$ cat src/afsta_ram.sv
`default_nettype none

module afsta_ram #(
	parameter int WIDTH = 8,
	parameter int DEPTH = 16,
	localparam int AW = (DEPTH > 1) ? $clog2(DEPTH) : 1
) (
	input  wire logic             clk,
	input  wire logic             we,
	input  wire logic [AW-1:0]    waddr,
	input  wire logic [WIDTH-1:0] wdata,
	input  wire logic             re,
	input  wire logic [AW-1:0]    raddr,
	output logic      [WIDTH-1:0] rdata
);

	logic [WIDTH-1:0] mem [DEPTH];

	always_ff @(posedge clk) begin
		if (we)
			mem[waddr] <= wdata;
		if (re)
			rdata <= mem[raddr];
	end

endmodule

`default_nettype wire

$ cat config.mk
export PLATFORM = sky130hd
export DESIGN_NAME = afsta_ram
export DESIGN_NICKNAME = d
export VERILOG_FILES = /design/src/afsta_ram.sv
export SDC_FILE = /design/constraint.sdc
export NUM_CORES = 1
export LEC_CHECK = 0
export BUFFER_PORTS_ARGS = -buffer_cell sky130_fd_sc_hd__buf_2
export CAP_MARGIN = 20
export CORE_MARGIN = 2
export CORE_UTILIZATION = 60
export DETAILED_ROUTE_END_ITERATION = 10
export HOLD_SLACK_MARGIN = 0.06
export PLACE_DENSITY = 0.76
export SLEW_MARGIN = 5
export SYNTH_ARGS = -nofsm -noshare
export SYNTH_HDL_FRONTEND = slang
export SYNTH_SLANG_ARGS = --single-unit
$ cat constraint.sdc
create_clock -name clk -period 3.3 [get_ports clk]
set_input_delay 0.165 -clock clk [delete_from_list [all_inputs] [get_ports clk]]
set_output_delay 0.165 -clock clk [all_outputs]
set_load 0.01 [all_outputs]
==> reports/metrics.cfg <==
[synthesis]
synth_edf_count=136
synthAdderAreaFrac=0
synth_top_area_share=0.7812
synth_top_family_by_area=multiplexers
syn_avg_cell_area_um2=22.83
yosys.area.top_type=edfxtp_1
synthMostInstantiatedCell=edfxtp_1
synthTopCellsByArea=edfxtp_1 78%, mux4_2 7.8%, mux4_1 7.0%
synth_xor_area_frac=0
synth_compound_area_frac=0.02298
yosys_most_used_dff=edfxtp_1
synthCells=229
ys_seq_area_frac=0.7812
synth_seq_cells=136
ys_warn_count=0
yosys.area_share.simple=0.03135
synth-async-reset-ratio=0
yosysUniqueCellTypes=18
synthesis.nets=248
synthTopCellsByCount=136 x edfxtp_1, 18 x mux4_2, 16 x a22oi_1, 14 x mux4_1, 13 x nor2_1
yosys-mux-area-fraction=0.1479
syn_area_mm2=0.005228

[sta]
finalCriticalPeriod_ns=1.632
max-slew-margin-rel=0.2740
tns_ns=0
worstMarginPinSlew_ns=1.085
clock_skew_ns=0.005588
fin_crit_sh=0.4944
rsz0062_at_grt=no
fin_hold_ws_ns=0.1669
maxSlewViolCount=0
setup_viol=0
fmax_ghz=0.6129
hold_violations=0

[run_status]
status=finished, final reports clean

[drt]
wl_um=10980
num_vias=2543
avgRoutedWirePerCell_um=27.65
drt_iter0_markers=344
ant_nets=0
via_per_inst=6.406
dr.pass1.iters=5
drc=0

[die]
row_count=34
initial_utilization=0.6083
die_y_um=97.34
ioPinCount=27
die_x_um=97.34
core-area_mm2=0.008593
die_area_mm2=0.009475

[clock_tree]
cts.path.max_buffers=2
h-tree-depth=4
tritoncts=yes
clkTransAtPathRegs_ns=0.06
clk_latency_ns=0.53
post-cts-setup-buffer-count=0
numCtsBuffers=17
root_buffer=clkbuf_8
cts.sinks=136

[place]
io_buffer_count=26
routabilityCongestion=0.7226
place_hpwl_um=6100

[run]
cap_violations=0

[hold_path]
hold_path_class=in2reg

[finish]
insertedDiodeCount=0
area_growth_pct=17.64
final_nets=296
drive_above_1_share=0.2768

[global_routing]
antenna_found_initial=0
globalRouteOverflowTotal=0
grt_pass1_wl_um=16390
grt_pass1_vias=2597
grt_max_degree=33
grt_usage=0.2542

[power]
ir_drop_mv=0.4086
power-per-cell-area_mw_per_mm2=660.0
p_leak_nw=2.060

[critical_path]
critPathLaunchType=flip-flop
cp.required_ns=3.57
timing_worst_setup_path_type=reg2reg
arrival_ns=1.90
critPathMaxFanout=1
end_kind=flip-flop

## final timing paths
| check | from | end | slack, ns | cells after the start |
|---|---|---|---|---|
| min | waddr[1] | mem[12][7] | 0.17 | 2 |
| max | mem[2][5] | rdata[5] | 1.67 | 3 |
| max reg2reg | mem[2][5] | rdata[5] | 1.67 | 3 |
| min reg2reg | mem[14][1] | rdata[1] | 0.76 | 3 |
## routing by layer
metal | up-vias | wire length [um] | track usage
met2 | 126 | 5514 | 0.3926
li1 | 1074 | - | -
met5 | - | 0 | 0
met1 | 1319 | 4505 | 0.3543
met4 | 0 | 227 | 0.1111
met3 | 24 | 729 | 0.06259
## power by group
part | internal, mW | switching [mW] | total, mW
sequential | 1.95 | 0.0112 | 1.96
clock | 1.21 | 0.702 | 1.92
combinational | 0.0773 | 0.108 | 0.185
## layout by cell type (no fill, tap or decap), types with 4 or more instances in the layout
cell	count
dlygate4sd3_1	9
nor2_1	13
nand2_1	9
bufinv_16	4
a22oi_1	16
mux4_1	14
clkbuf_16	16
buf_2	26
mux4_2	18
edfxtp_1	136
## sequential cells by signal (all words and copies together), names as in the netlist
name / flops
rdata: 8
mem: 128
## stage by stage
stage	util	area, um2	power [mW]	setup slack (ns)	std cells
after floorplan	-	5228	2.092	1.642	229
after global placement	0.6344	5451	2.160	1.353	356
after detailed placement	0.6344	5451	2.167	1.333	356
after CTS	0.7143	6138	4.066	1.672	396
after global routing	0.7156	6150	4.149	1.635	397
final	0.7156	6150	4.058	1.668	397
## cells by family (layout without fill, tap and decap cells)
kind of cell / count (synthesis) / in the layout
AO/OA/AOI/OAI: 16 / 16
buffers and inverters: 10 / 70
flip-flops: 136 / 136
multiplexers: 32 / 32
AND/OR/NAND/NOR: 35 / 35
## area by class of cell
| cell class | instances | area (um2) |
|---|---|---|
| clock inverters | 14 | 182.7 |
| clock buffers | 17 | 414.1 |
| flip-flops and latches | 136 | 4084 |
| well taps | 108 | 135.1 |
| multi-input cells | 83 | 1067 |
| fillers | 499 | 2444 |
| repair buffers | 39 | 266.5 |
## critical path, stage by stage (launching register included)
cell and delay, ns:
edfxtp_1 0.37, mux4_1 0.51, a22oi_1 0.39, nand2_1 0.10
## timing repair
action                    CTS  global route
hold endpoints to repair  136             0
hold buffers                9             0
gates resized for setup     0             0
No activity file was read; power rests on OpenSTA's default activity.
