File: config.mk
export PLATFORM = sky130hd
export DESIGN_NAME = afsta_decide
export DESIGN_NICKNAME = d
export VERILOG_FILES = /design/src/afsta_pkg.sv /design/src/afsta_decide.sv
export SDC_FILE = /design/constraint.sdc
export NUM_CORES = 1
export LEC_CHECK = 0
export BUFFER_PORTS_ARGS = -buffer_cell sky130_fd_sc_hd__buf_2
export CORE_AREA = 2 2 64 66
export DETAILED_ROUTE_END_ITERATION = 8
export DIE_AREA = 0 0 66 68
export GPL_TIMING_DRIVEN = 0
export PLACE_DENSITY = 0.89
export SLEW_MARGIN = 10
export SYNTH_ARGS = -nofsm -noshare
export SYNTH_HDL_FRONTEND = slang
export SYNTH_SLANG_ARGS = --single-unit
File: constraint.sdc
create_clock -name vclk -period 4.1
set_clock_uncertainty 0.2 [all_clocks]
set_input_delay 0.205 -clock vclk [all_inputs]
set_output_delay 0.205 -clock vclk [all_outputs]
set_load 0.005 [all_outputs]
File: src/afsta_pkg.sv
`default_nettype none

package afsta_pkg;

	localparam int FLOW_ENTRIES_DEF = 4096;
	localparam int COUNTER_BITS_DEF = 48;
	localparam int NUM_CATS         = 13;
	localparam int TOTAL_W          = 48;
	localparam int ID_W             = 12;

	// protocol IDs
	localparam logic [ID_W-1:0] ID_NONE        = 12'd0;
	localparam logic [ID_W-1:0] ID_MSG_CHANGE  = 12'd1;
	localparam logic [ID_W-1:0] ID_HTTP        = 12'd78;
	localparam logic [ID_W-1:0] ID_COMMON      = 12'd1837;
	localparam logic [ID_W-1:0] ID_VOIP        = 12'd1865;
	localparam logic [ID_W-1:0] ID_LOGIN       = 12'd3073;
	localparam logic [ID_W-1:0] ID_TALK        = 12'd3074;
	localparam logic [ID_W-1:0] ID_VOICE_CALL  = 12'd3075;
	localparam logic [ID_W-1:0] ID_VIDEO_CALL  = 12'd3076;
	localparam logic [ID_W-1:0] ID_TEXT        = 12'd3077;
	localparam logic [ID_W-1:0] ID_PICTURE     = 12'd3078;
	localparam logic [ID_W-1:0] ID_HEARTBEAT   = 12'd3079;
	localparam logic [ID_W-1:0] ID_FRIENDS     = 12'd3080;
	localparam logic [ID_W-1:0] ID_VOICE_MSG   = 12'd3081;
	localparam logic [ID_W-1:0] ID_VIDEO_START = 12'd3082;
	localparam logic [ID_W-1:0] ID_VIDEO_END   = 12'd3083;
	localparam logic [ID_W-1:0] ID_AV_SWITCH   = 12'd3084;
	localparam logic [ID_W-1:0] ID_TALK_START  = 12'd3085;
	localparam logic [ID_W-1:0] ID_TALK_END    = 12'd3086;
	localparam logic [ID_W-1:0] ID_LOGOUT      = 12'd3087;
	localparam logic [ID_W-1:0] ID_KEYDOWN     = 12'd3088;

	// message-change signature on payload bytes 7..10
	localparam logic [31:0] SIG_MSG_CHANGE = 32'h0000_0001;
	localparam logic [15:0] SIG_MIN_LEN    = 16'd11;

	localparam logic ACT_CLASSIFY = 1'b0;
	localparam logic ACT_CLEAR    = 1'b1;

	// categories
	localparam logic [3:0] CAT_NONE       = 4'd0;
	localparam logic [3:0] CAT_COMMON     = 4'd1;
	localparam logic [3:0] CAT_LOGIN      = 4'd2;
	localparam logic [3:0] CAT_TEXT       = 4'd3;
	localparam logic [3:0] CAT_PICTURE    = 4'd4;
	localparam logic [3:0] CAT_VOICE_MSG  = 4'd5;
	localparam logic [3:0] CAT_FRIENDS    = 4'd6;
	localparam logic [3:0] CAT_HEARTBEAT  = 4'd7;
	localparam logic [3:0] CAT_TALK       = 4'd8;
	localparam logic [3:0] CAT_VIDEO      = 4'd9;
	localparam logic [3:0] CAT_VOICE_CALL = 4'd10;
	localparam logic [3:0] CAT_VOIP       = 4'd11;
	localparam logic [3:0] CAT_LOGOUT     = 4'd12;
	localparam logic [3:0] CAT_KEYDOWN    = 4'd13;

	typedef struct packed {
		logic            action;
		logic [11:0]     flow_index;
		logic            new_flow;
		logic [ID_W-1:0] proto_id;
		logic [ID_W-1:0] carrier_proto_id;
		logic [ID_W-1:0] flow_proto_id;
		logic [15:0]     payload_len;
		logic [15:0]     packet_bytes;
		logic [31:0]     sig_bytes;
	} req_t;

	typedef struct packed {
		logic [3:0]         category;
		logic [TOTAL_W-1:0] category_total;
		logic               keep_inspecting;
		logic               bypass;
		logic [ID_W-1:0]    flow_state_out;
	} rsp_t;

	typedef struct packed {
		logic [ID_W-1:0] state;
		logic            app_seen;
		logic            long_conn;
	} flow_entry_t;

	typedef struct packed {
		logic [3:0]  cat;
		logic        keep;
		logic        bypass;
		flow_entry_t entry;
	} decision_t;

	function automatic logic [3:0] cat_of(input logic [ID_W-1:0] id);
		case (id)
			ID_COMMON:                              return CAT_COMMON;
			ID_LOGIN:                               return CAT_LOGIN;
			ID_TEXT:                                return CAT_TEXT;
			ID_PICTURE:                             return CAT_PICTURE;
			ID_VOICE_MSG:                           return CAT_VOICE_MSG;
			ID_FRIENDS:                             return CAT_FRIENDS;
			ID_HEARTBEAT:                           return CAT_HEARTBEAT;
			ID_TALK, ID_TALK_START, ID_TALK_END:    return CAT_TALK;
			ID_VIDEO_CALL, ID_VIDEO_START,
			ID_VIDEO_END, ID_AV_SWITCH:             return CAT_VIDEO;
			ID_VOICE_CALL:                          return CAT_VOICE_CALL;
			ID_VOIP:                                return CAT_VOIP;
			ID_LOGOUT:                              return CAT_LOGOUT;
			ID_KEYDOWN:                             return CAT_KEYDOWN;
			default:                                return CAT_NONE;
		endcase
	endfunction

	function automatic logic is_app(input logic [ID_W-1:0] id);
		return id inside {ID_COMMON, ID_VOIP, [ID_LOGIN:ID_KEYDOWN]};
	endfunction

	// call/talk state machine; video and talk sessions only leave on their end ID
	function automatic logic [ID_W-1:0] advance(input logic [ID_W-1:0] st,
	                                            input logic [ID_W-1:0] ev);
		if (st == ID_VIDEO_START)
			return (ev == ID_VIDEO_END) ? ID_NONE : st;
		if (st == ID_TALK_START)
			return (ev == ID_TALK_END) ? ID_NONE : st;
		if (ev == ID_MSG_CHANGE)
			return ID_NONE;
		return ev;
	endfunction

endpackage

`default_nettype wire

File: src/afsta_decide.sv
`default_nettype none

module afsta_decide (
	input  wire afsta_pkg::req_t        item,
	input  wire afsta_pkg::flow_entry_t rd_entry,
	output afsta_pkg::decision_t        dec
);
	import afsta_pkg::*;

	always_comb begin
		flow_entry_t     e;
		logic [ID_W-1:0] st;

		e   = item.new_flow ? '0 : rd_entry;
		st  = e.state;
		dec = '0;

		if (item.action == ACT_CLASSIFY) begin
			if (e.app_seen && !e.long_conn) begin
				// short connection: counted under the caller's flow protocol
				dec.bypass = 1'b1;
				if (item.payload_len != '0)
					dec.cat = cat_of(item.flow_proto_id);
			end else if (is_app(item.proto_id)) begin
				e.app_seen = 1'b1;
				if (item.carrier_proto_id != ID_HTTP)
					e.long_conn = 1'b1;
				dec.keep = 1'b1;
				st       = advance(st, item.proto_id);
				dec.cat  = cat_of(item.proto_id);
			end else if (e.app_seen && e.long_conn) begin
				if (item.payload_len >= SIG_MIN_LEN && item.sig_bytes == SIG_MSG_CHANGE)
					st = advance(st, ID_MSG_CHANGE);
				dec.cat  = cat_of((st != ID_NONE) ? st : ID_COMMON);
				dec.keep = 1'b1;
			end
			e.state   = st;
			dec.entry = e;
		end
	end

endmodule

`default_nettype wire

==> reports/metrics.yaml <==
pwr:
  peakVddDrop_uv: 49.0
  total_power_w: 0.000162
  power_density_mw_per_mm2: 73.9
  p_leak_nw: 0.977
job:
  drv_cap: 0
timing:
  post-route-min-period_ns: 2.85
  max_freq_mhz: 351
  relSlewSlack_pct: 44.3
  finalSetupTns_ns: 0
  rsz0062_at_grt: "false"
  fin_ws_ns: 1.25
  slew_viol_final: 0
  worst_pin_slew_ns: 0.828
  finalHoldViolations: 0
  fin_crit_sh_pct: 69.4
  setup_violations: 0
placement:
  hpwl_um: 5020
  numPortBuffers: 116
  dp_worst_setup_slack_ns: 1.36
  gp_congestion: 0.913
  dp_cells: 413
  placed_area_sq_mm: 0.00219
logic_synthesis:
  yosys_warnings: 0
  syn_area_per_cell_sq_um: 6.25
  seq_area_frac_synth_pct: 0
  yosys.area.top_type: "nor4_1"
  syn_inst: 247
  synth_cell_type_count: 59
  synth.top_cell.area_share_pct: 7.70
  synth_area_leaders: "nor4_1, o21ai_0, nand2_1, nor2_1, a22o_1"
  synth_area_sq_mm: 0.00154
  syn-num-nets: 375
cells_and_area:
  seq_cells: 0
  nets: 493
  drive_gt1_share_pct: 36.6
  fin_cells: 413
  regArea_sq_um: 0
  area_growth_pct: 41.7
  diodes: 0
  clockBufferCount: 0
  final_area_sq_mm: 0.00219
global_route:
  grtUsageTotal_pct: 25.9
  grt_pass1_vias: 2249
  antenna_found_initial: 0
  grt_max_degree: 11
  grt_pass1_wl_um: 9570
  grt_overflow: 0
cts:
  cts_setup_buffers: 0
  ctsHoldBuffers: 0
  cts.repair.resized: 0
die:
  std_cell_rows: 23
  die-area_sq_mm: 0.00449
  start_util_pct: 40.0
  ios: 148
  die_h_um: 68
  core_area_sq_mm: 0.00386
  die_w_um: 66
critical_path:
  cp_top_family: "simple AND/OR/NAND/NOR gates"
  critPathArrivalTime_ns: 2.44
  slowest_stage: "nor4_1"
  crit_path_cell_trace: "buf_2 -> nor4_1 -> nand2b_1 -> a31oi_1 -> nor4_1 -> a22o_1 -> buf_2"
  crit_path_end_kind: "primary output"
  required_ns: 3.69
  path_buf_inv: 2
  worstSetupPathType: "primary input to primary output"
  start_kind: "primary input"
  critPathMaxFanout: 7
  slowest_delay_ns: 0.73
min_path:
  hp-class: "primary input to primary output"
routing:
  antenna_left: 0
  vias_per_cell: 6.24
  drt-wirelength-per-cell_um: 14.9
  drtIter0Drc: 265
  routed_wl_um: 6130
  num_vias: 2579
  drc_errors: 0
  first_pass_iters: 5
run_status:
  status: "finished clean"
==> cells in the mapped netlist, drive strengths merged (2+ instances only) <==
| library cell | instances |
|---|---|
| or3 | 3 |
| nor3 | 10 |
| a31oi | 7 |
| a211oi | 2 |
| a311oi | 4 |
| nor2b | 6 |
| a31o | 3 |
| o21ai | 21 |
| o2111a | 2 |
| nor4b | 3 |
| nand3 | 9 |
| nor2 | 20 |
| and4 | 4 |
| and3b | 4 |
| a22o | 8 |
| nand3b | 2 |
| nand2b | 8 |
| mux2i | 2 |
| a41oi | 2 |
| o31ai | 2 |
| xnor2 | 2 |
| or2 | 2 |
| nor3b | 7 |
| or4 | 6 |
| a21oi | 12 |
| nor4 | 21 |
| nand4 | 10 |
| inv | 8 |
| and2 | 4 |
| nand2 | 22 |
| clkbuf | 13 |
==> cells by family after synthesis <==
family,after synthesis,synth area share [%]
compound gates,74,33.6
xor+xnor,3,1.70
buf+inv,22,5.43
mux,2,1.30
simple gates,146,58.0
==> final timing paths <==
path / start / end / slack [ns] / cells past startpoint
worst max-delay path: item[90] / dec[8] / 1.25 / 7
worst min-delay path: rd_entry[13] / dec[13] / 0.56 / 3
==> cell type report <==
cell class / instances / area [sq um]
inverter: 8 / 30.0
fill: 393 / 1670
timing repair buffer: 116 / 581
buffer: 14 / 53.8
multi-input combinational: 225 / 1460
tap: 50 / 62.6
==> per-layer routing <==
| metal | vias up | share of wire, % | global-route usage (%) |
|---|---|---|---|
| met5 | - | 0 | 0 |
| met4 | 0 | 2.5 | 5.61 |
| met3 | 26 | 12 | 3.95 |
| met2 | 184 | 45 | 46.3 |
| met1 | 1139 | 41 | 32.9 |
| li1 | 1230 | - | - |
==> power by group <==
part	switching, W	leakage, nW	internal, W
sequential	0	0	0
combinational	0.0000875	0.977	0.0000741
clock	0	0	0
==> cells in the final DEF, fill, tap and decap left out, types with 2 or more instances in the layout <==
cell type,Yosys,routed
a311oi_1,4,4
a31oi_1,7,7
nor3b_1,7,7
nor3_1,10,10
a22o_1,8,8
o21ai_1,4,4
o2111a_1,2,2
nor4_4,2,2
buf_2,1,117
xnor2_1,2,2
a211oi_1,2,2
o21ai_0,16,16
nor4_1,19,19
and4_1,4,4
nand3_1,9,9
nor2_1,19,19
and2_1,4,4
a31o_2,3,3
clkbuf_1,13,13
nand3b_1,2,2
inv_1,8,8
nor2b_1,6,6
nand4_1,10,10
a21oi_1,12,12
nand2b_1,8,8
and3b_1,3,3
nor4b_1,3,3
a41oi_1,2,2
mux2i_1,2,2
nand2_1,21,21
or4_1,5,5
o31ai_1,2,2
==> stage by stage <==
step | utilization (%) | hold WS (ns)
6_report | 56.7 | 0.562
5_1_grt | 56.7 | 0.593
4_1_cts | 56.7 | 0.561
3_5_place_dp | 56.7 | 0.559
3_3_place_gp | 56.7 | 0.559
2_1_floorplan | - | 0.248
(Power assumes the default switching activity.)
