<file path="src/afsta_pkg.sv">
`default_nettype none

package afsta_pkg;

	localparam int FLOW_ENTRIES_DEF = 4096;
	localparam int COUNTER_BITS_DEF = 48;
	localparam int NUM_CATS         = 13;
	localparam int TOTAL_W          = 48;
	localparam int ID_W             = 12;

	// protocol IDs
	localparam logic [ID_W-1:0] ID_NONE        = 12'd0;
	localparam logic [ID_W-1:0] ID_MSG_CHANGE  = 12'd1;
	localparam logic [ID_W-1:0] ID_HTTP        = 12'd78;
	localparam logic [ID_W-1:0] ID_COMMON      = 12'd1837;
	localparam logic [ID_W-1:0] ID_VOIP        = 12'd1865;
	localparam logic [ID_W-1:0] ID_LOGIN       = 12'd3073;
	localparam logic [ID_W-1:0] ID_TALK        = 12'd3074;
	localparam logic [ID_W-1:0] ID_VOICE_CALL  = 12'd3075;
	localparam logic [ID_W-1:0] ID_VIDEO_CALL  = 12'd3076;
	localparam logic [ID_W-1:0] ID_TEXT        = 12'd3077;
	localparam logic [ID_W-1:0] ID_PICTURE     = 12'd3078;
	localparam logic [ID_W-1:0] ID_HEARTBEAT   = 12'd3079;
	localparam logic [ID_W-1:0] ID_FRIENDS     = 12'd3080;
	localparam logic [ID_W-1:0] ID_VOICE_MSG   = 12'd3081;
	localparam logic [ID_W-1:0] ID_VIDEO_START = 12'd3082;
	localparam logic [ID_W-1:0] ID_VIDEO_END   = 12'd3083;
	localparam logic [ID_W-1:0] ID_AV_SWITCH   = 12'd3084;
	localparam logic [ID_W-1:0] ID_TALK_START  = 12'd3085;
	localparam logic [ID_W-1:0] ID_TALK_END    = 12'd3086;
	localparam logic [ID_W-1:0] ID_LOGOUT      = 12'd3087;
	localparam logic [ID_W-1:0] ID_KEYDOWN     = 12'd3088;

	// message-change signature on payload bytes 7..10
	localparam logic [31:0] SIG_MSG_CHANGE = 32'h0000_0001;
	localparam logic [15:0] SIG_MIN_LEN    = 16'd11;

	localparam logic ACT_CLASSIFY = 1'b0;
	localparam logic ACT_CLEAR    = 1'b1;

	// categories
	localparam logic [3:0] CAT_NONE       = 4'd0;
	localparam logic [3:0] CAT_COMMON     = 4'd1;
	localparam logic [3:0] CAT_LOGIN      = 4'd2;
	localparam logic [3:0] CAT_TEXT       = 4'd3;
	localparam logic [3:0] CAT_PICTURE    = 4'd4;
	localparam logic [3:0] CAT_VOICE_MSG  = 4'd5;
	localparam logic [3:0] CAT_FRIENDS    = 4'd6;
	localparam logic [3:0] CAT_HEARTBEAT  = 4'd7;
	localparam logic [3:0] CAT_TALK       = 4'd8;
	localparam logic [3:0] CAT_VIDEO      = 4'd9;
	localparam logic [3:0] CAT_VOICE_CALL = 4'd10;
	localparam logic [3:0] CAT_VOIP       = 4'd11;
	localparam logic [3:0] CAT_LOGOUT     = 4'd12;
	localparam logic [3:0] CAT_KEYDOWN    = 4'd13;

	typedef struct packed {
		logic            action;
		logic [11:0]     flow_index;
		logic            new_flow;
		logic [ID_W-1:0] proto_id;
		logic [ID_W-1:0] carrier_proto_id;
		logic [ID_W-1:0] flow_proto_id;
		logic [15:0]     payload_len;
		logic [15:0]     packet_bytes;
		logic [31:0]     sig_bytes;
	} req_t;

	typedef struct packed {
		logic [3:0]         category;
		logic [TOTAL_W-1:0] category_total;
		logic               keep_inspecting;
		logic               bypass;
		logic [ID_W-1:0]    flow_state_out;
	} rsp_t;

	typedef struct packed {
		logic [ID_W-1:0] state;
		logic            app_seen;
		logic            long_conn;
	} flow_entry_t;

	typedef struct packed {
		logic [3:0]  cat;
		logic        keep;
		logic        bypass;
		flow_entry_t entry;
	} decision_t;

	function automatic logic [3:0] cat_of(input logic [ID_W-1:0] id);
		case (id)
			ID_COMMON:                              return CAT_COMMON;
			ID_LOGIN:                               return CAT_LOGIN;
			ID_TEXT:                                return CAT_TEXT;
			ID_PICTURE:                             return CAT_PICTURE;
			ID_VOICE_MSG:                           return CAT_VOICE_MSG;
			ID_FRIENDS:                             return CAT_FRIENDS;
			ID_HEARTBEAT:                           return CAT_HEARTBEAT;
			ID_TALK, ID_TALK_START, ID_TALK_END:    return CAT_TALK;
			ID_VIDEO_CALL, ID_VIDEO_START,
			ID_VIDEO_END, ID_AV_SWITCH:             return CAT_VIDEO;
			ID_VOICE_CALL:                          return CAT_VOICE_CALL;
			ID_VOIP:                                return CAT_VOIP;
			ID_LOGOUT:                              return CAT_LOGOUT;
			ID_KEYDOWN:                             return CAT_KEYDOWN;
			default:                                return CAT_NONE;
		endcase
	endfunction

	function automatic logic is_app(input logic [ID_W-1:0] id);
		return id inside {ID_COMMON, ID_VOIP, [ID_LOGIN:ID_KEYDOWN]};
	endfunction

	// call/talk state machine; video and talk sessions only leave on their end ID
	function automatic logic [ID_W-1:0] advance(input logic [ID_W-1:0] st,
	                                            input logic [ID_W-1:0] ev);
		if (st == ID_VIDEO_START)
			return (ev == ID_VIDEO_END) ? ID_NONE : st;
		if (st == ID_TALK_START)
			return (ev == ID_TALK_END) ? ID_NONE : st;
		if (ev == ID_MSG_CHANGE)
			return ID_NONE;
		return ev;
	endfunction

endpackage

`default_nettype wire

</file>
<file path="src/afsta_counters.sv">
`default_nettype none

module afsta_counters #(
	parameter int COUNTER_BITS = afsta_pkg::COUNTER_BITS_DEF
) (
	input  wire logic                    clk,
	input  wire logic                    arst_n,
	input  wire logic                    en,
	input  wire logic                    clear,
	input  wire logic [3:0]              cat,
	input  wire logic [15:0]             bytes,
	output logic      [COUNTER_BITS-1:0] total
);
	import afsta_pkg::*;

	localparam int IDX_W = $clog2(NUM_CATS);

	logic [COUNTER_BITS-1:0] cnt_q [NUM_CATS];
	logic [IDX_W-1:0]        idx;
	logic                    hit;
	logic [COUNTER_BITS-1:0] cur;

	assign hit   = cat inside {[CAT_COMMON:CAT_KEYDOWN]};
	assign idx   = IDX_W'(cat - CAT_COMMON);
	assign cur   = hit ? cnt_q[idx] : '0;
	assign total = cur + COUNTER_BITS'(bytes);

	always_ff @(posedge clk or negedge arst_n) begin
		if (!arst_n) begin
			for (int i = 0; i < NUM_CATS; i++)
				cnt_q[i] <= '0;
		end else if (en && clear) begin
			for (int i = 0; i < NUM_CATS; i++)
				cnt_q[i] <= '0;
		end else if (en && hit) begin
			cnt_q[idx] <= total;
		end
	end

endmodule

`default_nettype wire

</file>
<file path="config.mk">
export PLATFORM = sky130hd
export DESIGN_NAME = afsta_counters
export DESIGN_NICKNAME = d
export VERILOG_FILES = /design/src/afsta_pkg.sv /design/src/afsta_counters.sv
export SDC_FILE = /design/constraint.sdc
export NUM_CORES = 1
export LEC_CHECK = 0
export BUFFER_PORTS_ARGS = -buffer_cell sky130_fd_sc_hd__buf_2
export CORE_ASPECT_RATIO = 0.75
export CORE_MARGIN = 8
export CORE_UTILIZATION = 35
export DETAILED_ROUTE_END_ITERATION = 7
export SLEW_MARGIN = 25
export SYNTH_ARGS = -nofsm -noshare
export SYNTH_HDL_FRONTEND = slang
export SYNTH_SLANG_ARGS = --single-unit
</file>
<file path="constraint.sdc">
create_clock -name clk -period 11.5 [get_ports clk]
set_input_delay 1.15 -clock clk [delete_from_list [all_inputs] [get_ports clk]]
set_output_delay 1.15 -clock clk [all_outputs]
set_load 0.05 [all_outputs]
</file>
==> results.json <==
{
  "grt_pass1_wl_mm": 149,
  "synth_area_per_cell_um2": 11.2,
  "cp-endpoint": "total[28]",
  "maxCapViolations": 0,
  "rrSetupSlack_ns": 6.22,
  "worstSetupStartpoint": "cat[0]",
  "max_slew.worst_pin.slew_ns": 1.07,
  "yosys-top-cells-area": "dfrtp_1 54%, mux4_2 11%, a22o_1 6.7%",
  "worstRegToRegCells": 13,
  "die_w_um": 349,
  "finalSetupViolations": 0,
  "numPortBuffers": 71,
  "hold_viol_final": 0,
  "status": "complete, no violations",
  "dr.first_iter.drc_count": 2404,
  "synth_area_um2": 29100,
  "fin_tns_setup_ns": 0,
  "crit_arrival_ns": 7.88,
  "drive_gt1_share_pct": 19.5,
  "syn_to_final_growth_pct": 14.5,
  "crit_fanout": 48,
  "synth_top_area_share_pct": 53.7,
  "clock_path_buffers": 3,
  "yosys-top-cells-count": "624 x dfrtp_1, 462 x nand2_1, 272 x o21ai_0",
  "comb_power_share_pct": 17.0,
  "wire_per_inst_um": 26.0,
  "dr.pass1.iters": 7,
  "clockRootBuffer": "clkbuf_16",
  "cts-resized-gates": 0,
  "via_per_inst": 5.98,
  "rows": 91,
  "powerDensity_nw_per_um2": 170,
  "start_util_pct": 35.4,
  "cts_hold_buf": 0,
  "num_io_pins": 72,
  "synth.most_common_cell": "dfrtp_1",
  "power.leakage_nw": 14.6,
  "antenna_found_initial": 5,
  "cts_buffers": 67,
  "core_um2": 82200,
  "min_period_over_period_pct": 78.5,
  "grt_overflow_total": 0,
  "placedCellCount": 3625,
  "vias": 22400,
  "clkTransAtPathRegs_ns": 0.06,
  "cts_sinks": 624,
  "peakVddDrop_mv": 0.0934,
  "r2r_end": "cnt_q[172]",
  "reg_top3": "cnt_q x624",
  "place_congestion": 0.844,
  "synth_edf_count": 0,
  "rr_startpoint": "cnt_q[336]",
  "synth_cell_types": 72,
  "synth-seq-cells": 624,
  "fill_cells": 7765,
  "drc": 0,
  "fmax_mhz": 111,
  "clock_latency_ns": 0.62,
  "synthArstFlopShare_pct": 100,
  "required_ns": 10.35,
  "stdcell_count": 3747,
  "relSlewSlack_pct": 28.8,
  "p_int_mw": 4.01,
  "top_register": "cnt_q",
  "die_h_um": 266,
  "grt_max_degree": 190,
  "yosysTopAreaCell": "dfrtp_1",
  "grt_pass1_vias": 23000,
  "nNetsFinal": 2627,
  "dp_hpwl_mm": 57.7,
  "fp.dieArea_um2": 92600,
  "slew_violations": 0,
  "final_antenna_net_count": 0,
  "wirelength_mm": 97.3,
  "min_period_ns": 9.03,
  "met2_usage_pct": 30.7,
  "end_kind": "primary output",
  "grt-busiest-layer": "met2",
  "largest_reg_flops": 624,
  "syn_inst": 2597,
  "criticalPathCategory": "in -> out",
  "seq_power_share_pct": 40.7,
  "power_frac_clock_pct": 42.3,
  "synth_flop_cell": "dfrtp_1",
  "finClkSkew_ns": 0.0263,
  "ys_seq_area_share_pct": 53.7,
  "switching_share_pct": 29.1,
  "ys_warn_count": 0,
  "met1_usage_pct": 28.9,
  "min_path_type": "reg -> reg",
  "synth_nets": 2644,
  "cts_setup_buffers": 0,
  "grt_use_total_pct": 20.8,
  "startpoint_type": "primary input",
  "grt_setup_unrepaired": "false",
  "cts_tree": "done",
  "p_sw_mw": 1.65,
  "h-tree-depth": 3,
  "use_met3_pct": 7.05
}
[cell type report]
cell class / instances / area, um^2 / share of cell area, %
clock buffers: 100 / 2110 / 6.34
inverters: 42 / 158 / 0.474
clock inverters: 18 / 355 / 1.07
well taps: 1116 / 1400 / 4.20
repair buffers: 164 / 1140 / 3.43
diodes: 2 / 5.00 / 0.0150
flip-flops and latches: 624 / 15600 / 46.9
multi-input cells: 1681 / 12500 / 37.5
[placed cells by master, fill, tap and decap left out, types with 5 or more instances in the layout]
cell | netlist | routed
a211oi_1 | 9 | 9
xnor2_1 | 19 | 16
o21ai_1 | 130 | 130
nor2_1 | 71 | 69
a21oi_4 | 0 | 13
nor3_2 | 2 | 12
o21ai_2 | 17 | 17
bufinv_16 | 0 | 10
buf_4 | 9 | 88
xor2_2 | 0 | 5
mux4_2 | 144 | 144
a31oi_1 | 12 | 12
a22o_1 | 221 | 221
nor4_1 | 22 | 22
a21oi_1 | 73 | 60
clkbuf_1 | 184 | 9
clkbuf_8 | 0 | 18
ha_1 | 22 | 21
buf_2 | 40 | 69
xnor2_2 | 7 | 10
o211ai_1 | 5 | 5
inv_1 | 38 | 38
o22ai_1 | 27 | 27
o21ai_0 | 272 | 272
o21a_1 | 9 | 9
nand4_1 | 13 | 13
a21o_1 | 8 | 8
nor4b_2 | 11 | 11
dfrtp_1 | 624 | 624
clkbuf_16 | 0 | 73
nor3_1 | 18 | 8
nand2_1 | 462 | 462
nand3_1 | 23 | 22
and3_1 | 8 | 8
xor2_1 | 19 | 14
[critical path: stages]
cell,delay [ns]
buf_8,0.38
inv_1,0.21
ha_4,0.90
and2_2,0.76
a21oi_1,0.18
nor4_1,0.23
ha_1,0.26
fa_1,0.22
a21o_1,0.15
a221oi_1,0.15
o31ai_1,0.73
a311o_1,0.41
and4_1,0.65
nand3_1,0.19
xor2_1,0.81
inv_1,0.10
buf_2,0.25
[worst min-delay path by stage]
stage	start	endpoint	cells past startpoint
2_1_floorplan	cnt_q[154]	cnt_q[154]	2
3_3_place_gp	cnt_q[91]	cnt_q[91]	2
3_5_place_dp	cnt_q[173]	cnt_q[173]	2
4_1_cts	cnt_q[173]	cnt_q[173]	2
5_1_grt	cnt_q[206]	cnt_q[206]	2
6_report	cnt_q[369]	cnt_q[369]	2
[power groups by stage]
stage / registers [mW] / logic [mW] / clock network [mW]
floorplan: 2.33 / 0.609 / 0
global placement: 2.34 / 0.931 / 0
detailed placement: 2.34 / 0.949 / 0
CTS: 2.30 / 0.954 / 2.43
global route: 2.31 / 1.02 / 2.52
finish: 2.30 / 0.964 / 2.39
[kinds of logic after synthesis]
kind of cell	synth area share [%]
xor+xnor	1.54
buf+inv	4.36
flops	53.7
simple gates	9.98
compound gates	18.2
mux	11.2
fa+ha+maj	1.02
[metal layers]
layer  vias to the layer above  share of wire [%]
met1                     11700                 42
met5                         -              0.026
met4                         4                2.9
met3                       201                 11
li1                       9355                  -
met2                      1144                 44
[stage by stage]
stage	util, %	hold WS (ns)	setup slack [ns]	power, mW	area (um^2)
after detailed placement	37.3	0.465	2.70	3.29	30700
after CTS	40.3	0.478	2.65	5.68	33100
after floorplan	-	0.445	2.03	2.94	29100
final	40.5	0.472	2.47	5.66	33300
after global placement	37.3	0.455	2.77	3.27	30700
after global routing	40.5	0.497	2.03	5.86	33300
No activity file was read; power rests on OpenSTA's default activity.
